==> src/rtl/wmcd_pkg.sv <==
package wmcd_pkg;

	localparam int PIX_W  = 24;
	localparam int MSQ_W  = 18;
	localparam int EDGE_W = 9;
	localparam int SQ_W   = 16;
	localparam int RT_W   = 19;
	localparam int IN_W   = 24;
	localparam int OUT_W  = 32;

	localparam logic [0:0] REG_WIDTH  = 1'b0;
	localparam logic [0:0] REG_HEIGHT = 1'b1;
	localparam logic       ACT_PIXEL  = 1'b0;

	typedef struct packed {
		logic wr;
		logic scan_init;
		logic scan_step;
		logic sqrt_init;
		logic sqrt_step;
		logic emit;
	} cmd_t;

	typedef struct packed {
		logic due;
		logic scan_last;
		logic sqrt_done;
		logic out_free;
		logic over_lag;
	} sts_t;

endpackage

==> src/rtl/wmcd_ctl.sv <==
module wmcd_ctl (
	input  logic          clk,
	input  logic          arst_n,
	input  logic          in_valid,
	output logic          in_ready,
	input  wmcd_pkg::sts_t sts,
	output wmcd_pkg::cmd_t cmd
);
	import wmcd_pkg::*;

	typedef enum logic [7:0] {
		S_IDLE  = 8'b0000_0001,
		S_CHECK = 8'b0000_0010,
		S_CTR   = 8'b0000_0100,
		S_SCAN  = 8'b0000_1000,
		S_F1    = 8'b0001_0000,
		S_F2    = 8'b0010_0000,
		S_SQRT  = 8'b0100_0000,
		S_EMIT  = 8'b1000_0000
	} state_t;

	state_t state_q, state_d;
	logic   sqi_q;

	assign in_ready = (state_q == S_IDLE);

	always_comb begin
		state_d = state_q;
		cmd     = '0;
		unique case (state_q)
			S_IDLE: begin
				if (in_valid) begin
					cmd.wr  = 1'b1;
					state_d = S_CHECK;
				end
			end
			S_CHECK: state_d = sts.due ? S_CTR : S_IDLE;
			S_CTR: begin
				cmd.scan_init = 1'b1;
				state_d       = S_SCAN;
			end
			S_SCAN: begin
				cmd.scan_step = 1'b1;
				if (sts.scan_last) state_d = S_F1;
			end
			S_F1: state_d = S_F2;
			S_F2: state_d = S_SQRT;
			S_SQRT: begin
				if (sqi_q) begin
					cmd.sqrt_init = 1'b1;
				end else if (sts.sqrt_done) begin
					state_d = S_EMIT;
				end else begin
					cmd.sqrt_step = 1'b1;
				end
			end
			S_EMIT: begin
				if (sts.out_free) begin
					cmd.emit = 1'b1;
					state_d  = S_IDLE;
				end
			end
			default: state_d = S_IDLE;
		endcase
	end

	always_ff @(posedge clk or negedge arst_n) begin
		if (!arst_n) begin
			state_q <= S_IDLE;
			sqi_q   <= 1'b0;
		end else begin
			state_q <= state_d;
			sqi_q   <= (state_q == S_F2);
		end
	end
endmodule

==> config.mk <==
export PLATFORM = sky130hd
export DESIGN_NAME = wmcd_ctl
export DESIGN_NICKNAME = d
export VERILOG_FILES = /design/src/rtl/wmcd_pkg.sv /design/src/rtl/wmcd_ctl.sv
export SDC_FILE = /design/constraint.sdc
export NUM_CORES = 1
export LEC_CHECK = 0
export BUFFER_PORTS_ARGS = -buffer_cell sky130_fd_sc_hd__buf_2
export CAP_MARGIN = 25
export CORE_UTILIZATION = 27
export CTS_CLUSTER_SIZE = 25
export DETAILED_ROUTE_END_ITERATION = 7
export HOLD_SLACK_MARGIN = 0.08
export SLEW_MARGIN = 5
export SYNTH_ARGS = -nofsm -noshare
export SYNTH_HDL_FRONTEND = slang
export SYNTH_SLANG_ARGS = --single-unit
export TNS_END_PERCENT = 100
==> constraint.sdc <==
create_clock -name clk -period 1.6 [get_ports clk]
set_clock_uncertainty 0.1 [all_clocks]
set_input_delay 0.16 -clock clk [delete_from_list [all_inputs] [get_ports clk]]
set_output_delay 0.16 -clock clk [all_outputs]
set_load 0.005 [all_outputs]
==> results.toml, run 1 <==
[floorplan]
die_area_um2 = 2250
die_w_um = 47.4
coreArea_um2 = 1940
start_util = 0.287
rows = 16
die_y_um = 47.4
ios = 15

[synth]
yosysWarnings = 0
seq_area_frac_synth = 0.407
synth_area_um2 = 557
synthCells = 58
avgSynthCellArea_um2 = 9.60
ys_types = 32
yosys_register_bits = 9
synth_nets = 66

[clocking]
cts.path.max_buffers = 2
cts_root_buf = "clkbuf_4"
insertion_delay_ns = 0.28
htreeDepth = 1
cts.reportedPaths.clkPinSlew_ns = 0.06
cts_made_buffers = 3
numClockSinks = 9
cts_tree = "yes"

[cells_and_area]
stdcell_count = 121
layout-drive-gt1-share = 0.500
fin_util = 0.468
finalNetCount = 103
diodes = 0
fillCellCount = 194
area_growth_pct = 63.1
final_area_um2 = 908

[drt]
drt_pre_antenna_iters = 4
vias_per_cell = 4.64
drt-initial-drc-count = 8
wl_per_cell_um = 12.0
vias = 562
postRouteAntennaNets = 0
drc_errors = 0
wirelength_um = 1460

[grt]
grt_pass1_wl_um = 2150
grt_use_total = 0.152
grt_antenna_before_repair = 0
grt_max_degree = 10
grt_pass1_vias = 501
overflow = 0

[place]
io_buffers = 13
post-dp-hpwl_um = 947
gp_congestion = 0.760
dp_cells = 108
placed_area_um2 = 731
pre_cts_slack_ns = -0.0695

[setup_path]
arrival_ns = 1.71
critical_path.top_delay_family = "simple AND/OR/NAND/NOR gates"
startpoint_type = "register"
cp_cell_sequence = "or4_4, nor3_4, and4b_1, buf_2"
crit_cells = 4
cp_num_buf_inv = 1
max_stage_delay_ns = 0.55
r2r_cells = 6
critical_path.max_fanout = 5
critical_path_class = "reg -> out"
cp.required_ns = 1.34
endpoint_kind = "output pin"
crit_slowest_cell = "or4_4"

[sta]
fin_crit_ns = 1.97
hold_slack_ns = 0.125
timing.final.ws_setup_ns = -0.370
rsz0062_at_grt = "yes"
drv_slew = 0
finalCritPeriodShare = 1.23
fin_setup_tns_ns = -2.13
slew_headroom = 0.771
finalHoldViolCount = 0
fmax_mhz = 508
tightest_slew_ns = 0.338
final-setup-viol-count = 9

[pwr]
powerDensity_nw_per_um2 = 1140
max-vdd-ir-drop_v = 0.000587
p_leak_nw = 0.435
total_power_mw = 1.04

[run]
maxCapViolCount = 0

[min_path]
whs_path_depth = 4
hp-class = "in -> reg"

[status]
status = "complete, but fails checks"
failed_checks = "setup timing"
==> what timing repair did <==
item	4_1_cts	5_1_grt
gates resized for setup	4	13
buffers inserted	1	4
hold endpoints to repair	13	0
endpoints found under the setup margin	9	11
gates cloned	0	0
pin swaps	3	6
hold buffers	4	0
==> worst paths after layout <==
check | startpoint | to | slack, ns
max | state_q[0] | cmd[0] | -0.37
min | sts[1] | state_q[7] | 0.13
max reg2reg | state_q[0] | state_q[6] | -0.13
min reg2reg | state_q[6] | state_q[5] | 0.51
max in group asynchronous | arst_n | state_q[0] | 0.98
min in group asynchronous | arst_n | sqi_q | 0.17
==> placed cells by master (no fill, tap or decap), types with 2 or more instances in the layout <==
master         synthesis  routed
clkbuf_4               0       3
buf_2                  0      12
buf_4                  0      10
nor2_1                 4       2
nand2b_1               4       3
o22ai_1                2       2
o21ai_1                1       2
nand2_1                2       2
dlygate4sd3_1          0       4
and2_1                 3       2
a211oi_1               2       2
nor2_2                 0       2
a21oi_1                3       3
dfrtp_1                8       8
nor3b_1                3       3
nor4_4                 0       2
and4b_1                2       2
buf_6                  1       8
nor2b_1                4       4
==> registers in the layout, indices dropped and copies added (netlist names) <==
register / cells
state_q: 8
sqi_q: 1
==> worst register-to-register path: cells and delay by family, from the launching register on <==
kind / cells / cell delay (ns)
flip-flops: 1 / 0.38
AO/OA/AOI/OAI: 1 / 0.10
buffers and inverters: 2 / 0.26
AND/OR/NAND/NOR: 3 / 0.83
==> cell type report <==
type	count	area, um2	share of cell area
multi-input cells	46	353	0.388
repair buffers	34	265	0.292
flip-flops and latches	9	226	0.249
well taps	27	33.8	0.0372
clock buffers	4	26.3	0.0289
inverters	1	3.75	0.00413
==> synth_stat cells (all sizes together) <==
cell | instances | area (um2)
nand2 | 3 | 13.8
nor2 | 4 | 15.0
a31oi | 1 | 6.26
o21ai | 2 | 10.0
and4b | 2 | 20.0
nor2b | 4 | 25.0
buf | 1 | 11.3
xor2 | 1 | 8.76
or4 | 1 | 11.3
nand2b | 4 | 25.0
clkbuf | 1 | 3.75
a21oi | 4 | 23.8
dfrtp | 8 | 200
o21bai | 1 | 7.51
nand3 | 1 | 5.00
nor4 | 2 | 18.8
and3 | 1 | 6.26
o41ai | 1 | 8.76
inv | 1 | 3.75
a211oi | 2 | 15.0
o22ai | 2 | 12.5
nor3 | 3 | 31.3
or2 | 1 | 6.26
nor3b | 3 | 22.5
dfstp | 1 | 26.3
and2 | 3 | 18.8
==> cell families (layout without fill, tap and decap cells) <==
family                    Yosys count  in the layout  synth area share
AOI/OAI and AO/OA                  13             13             0.151
xor gates and xnor gates            1              1            0.0157
buffers and inverters               3             39            0.0337
DFF                                 9              9             0.407
and+or+nand+nor                    32             32             0.393
==> where the power goes <==
group | internal (mW) | total, mW | leakage [nW] | switching, mW
registers | 0.264 | 0.284 | 0.121 | 0.0195
logic | 0.311 | 0.565 | 0.299 | 0.253
clock network | 0.0969 | 0.188 | 0.0150 | 0.0914
==> per-layer routing <==
| metal | part of all wire | global-route usage | wire, um |
|---|---|---|---|
| met1 | 0.46 | 0.188 | 669 |
| met2 | 0.46 | 0.211 | 677 |
| met3 | 0.044 | 0.0679 | 64 |
| met4 | 0.032 | 0.103 | 46 |
| met5 | 0 | 0 | 0 |
Note: power is estimated with default switching activity, not from simulation.
==> inputs of run 2 (changes only) <==
==> constraint.sdc (replaced) <==
create_clock -name clk -period 2.53 [get_ports clk]
set_clock_uncertainty 0.1 [all_clocks]
set_input_delay 0.3795 -clock clk [delete_from_list [all_inputs] [get_ports clk]]
set_output_delay 0.3795 -clock clk [all_outputs]
set_load 0.005 [all_outputs]
==> results.toml, run 2 (synthesis results as in run 1) <==
[drt]
vias_per_cell = 4.59
vias = 464
drc_errors = 0
drt-initial-drc-count = 6
drt_pre_antenna_iters = 3
postRouteAntennaNets = 0
wirelength_um = 1060
wl_per_cell_um = 10.5

[clocking]
htreeDepth = 1
cts.path.max_buffers = 2
cts_made_buffers = 3
cts_tree = "yes"
numClockSinks = 9
cts.reportedPaths.clkPinSlew_ns = 0.07
cts_setup_buffers = 0
insertion_delay_ns = 0.26
cts_root_buf = "clkbuf_4"

[setup_path]
crit_start = "state_q[5]"
max_stage_delay_ns = 0.54
reg2reg_from = "state_q[5]"
critical_path.max_fanout = 8
crit_cells = 4
cp.required_ns = 2.05
r2r-end = "state_q[0]"
arrival_ns = 1.78
r2r_slack_ns = 0.86
cp_cell_sequence = "or4_4, nor3_4, and4b_1, buf_2"
crit_slowest_cell = "or4_4"
endpoint_kind = "output pin"
critical_path.top_delay_family = "simple AND/OR/NAND/NOR gates"
r2r_cells = 5
critical_path_class = "reg -> out"
cp_num_buf_inv = 1
endpoint = "cmd[0]"
startpoint_type = "register"

[min_path]
hp-class = "in -> reg"

[pwr]
max-vdd-ir-drop_v = 0.000463
total_power_uw = 504
powerDensity_nw_per_um2 = 743
p_leak_nw = 0.320

[grt]
grt_antenna_before_repair = 0
grt_pass1_wl_um = 1890
grt_pass1_vias = 433
grt_use_total = 0.124
grt_max_degree = 10
overflow = 0

[floorplan]
rows = 16
start_util = 0.287
coreArea_um2 = 1940
die_area_um2 = 2250
die_w_um = 47.4
ios = 15
die_y_um = 47.4

[cells_and_area]
diodes = 0
fin_util = 0.349
final_cell_mix = "13 x buf_2, 8 x dfrtp_1, 4 x nor2_1, 4 x nand2b_1, 4 x nor2b_1"
final_area_um2 = 678
largest_reg_flops = 8
fillCellCount = 211
largest_register = "state_q"
area_growth_pct = 21.8
top_regs = "state_q (8), sqi_q (1)"
finalNetCount = 83
layout-drive-gt1-share = 0.338
layout_commonest_cell = "buf_2"

[place]
post-dp-hpwl_um = 848
gp_congestion = 0.846
pre_cts_slack_ns = 0.554
io_buffers = 13
placed_area_um2 = 641

[sta]
final-setup-viol-count = 0
slew_headroom = 0.740
drv_slew = 0
timing.final.ws_setup_ns = 0.272
tightest_slew_ns = 0.386
fin_setup_tns_ns = 0
fmax_mhz = 443
finalHoldViolCount = 0
fin_crit_ns = 2.26
finalCritPeriodShare = 0.892
rsz0062_at_grt = "no"

[status]
status = "complete, no violations"

[run]
maxCapViolCount = 0
[run 2: worst reg2reg max path, stage by stage (launching register included)]
cell	delay, ns
dfrtp_1	0.47
or4_4	0.54
nor3_4	0.20
o21ai_1	0.12
o21ai_0	0.11
a21oi_2	0.06
[run 2: worst min-delay path by stage]
stage | from | endpoint | slack (ns) | cells past startpoint
2_1_floorplan | arst_n | sqi_q | -0.02 | 0
3_3_place_gp | arst_n | sqi_q | 0.14 | 1
3_5_place_dp | arst_n | state_q[5] | 0.14 | 1
4_1_cts | sts[3] | state_q[3] | 0.24 | 2
5_1_grt | sts[3] | state_q[3] | 0.25 | 2
6_report | sts[3] | state_q[3] | 0.25 | 2
[run 2: through the flow]
step	std cells	hold WS, ns
after floorplan	58	-0.0161
after global placement	96	0.141
after detailed placement	96	0.143
after CTS	101	0.240
after global routing	101	0.254
final	101	0.246
[run 2: power by group]
| part | internal (mW) | switching (mW) |
|---|---|---|
| Combinational | 0.0998 | 0.0999 |
| Sequential | 0.167 | 0.0269 |
| Clock | 0.0583 | 0.0518 |
| Total | 0.326 | 0.179 |
[run 2: area by class of cell]
cell class / instances / area, um2 / area share
tap: 27 / 33.8 / 0.0498
timing repair buffer: 14 / 75.1 / 0.111
multi-input combinational: 46 / 312 / 0.459
clock inverter: 1 / 5.00 / 0.00738
inverter: 1 / 3.75 / 0.00554
clock buffer: 3 / 22.5 / 0.0332
sequential: 9 / 226 / 0.334
[run 2: what timing repair did]
action,CTS,global route
hold buffers,1,0
endpoints found under the hold margin,8,0
gates resized for setup,0,0
[run 2: routing by layer]
metal	vias to the layer above	track usage	routed length, um
met4	0	0	0
met5	-	0	0
met1	208	0.191	546
met2	14	0.159	441
met3	0	0.0679	71
li1	242	-	-
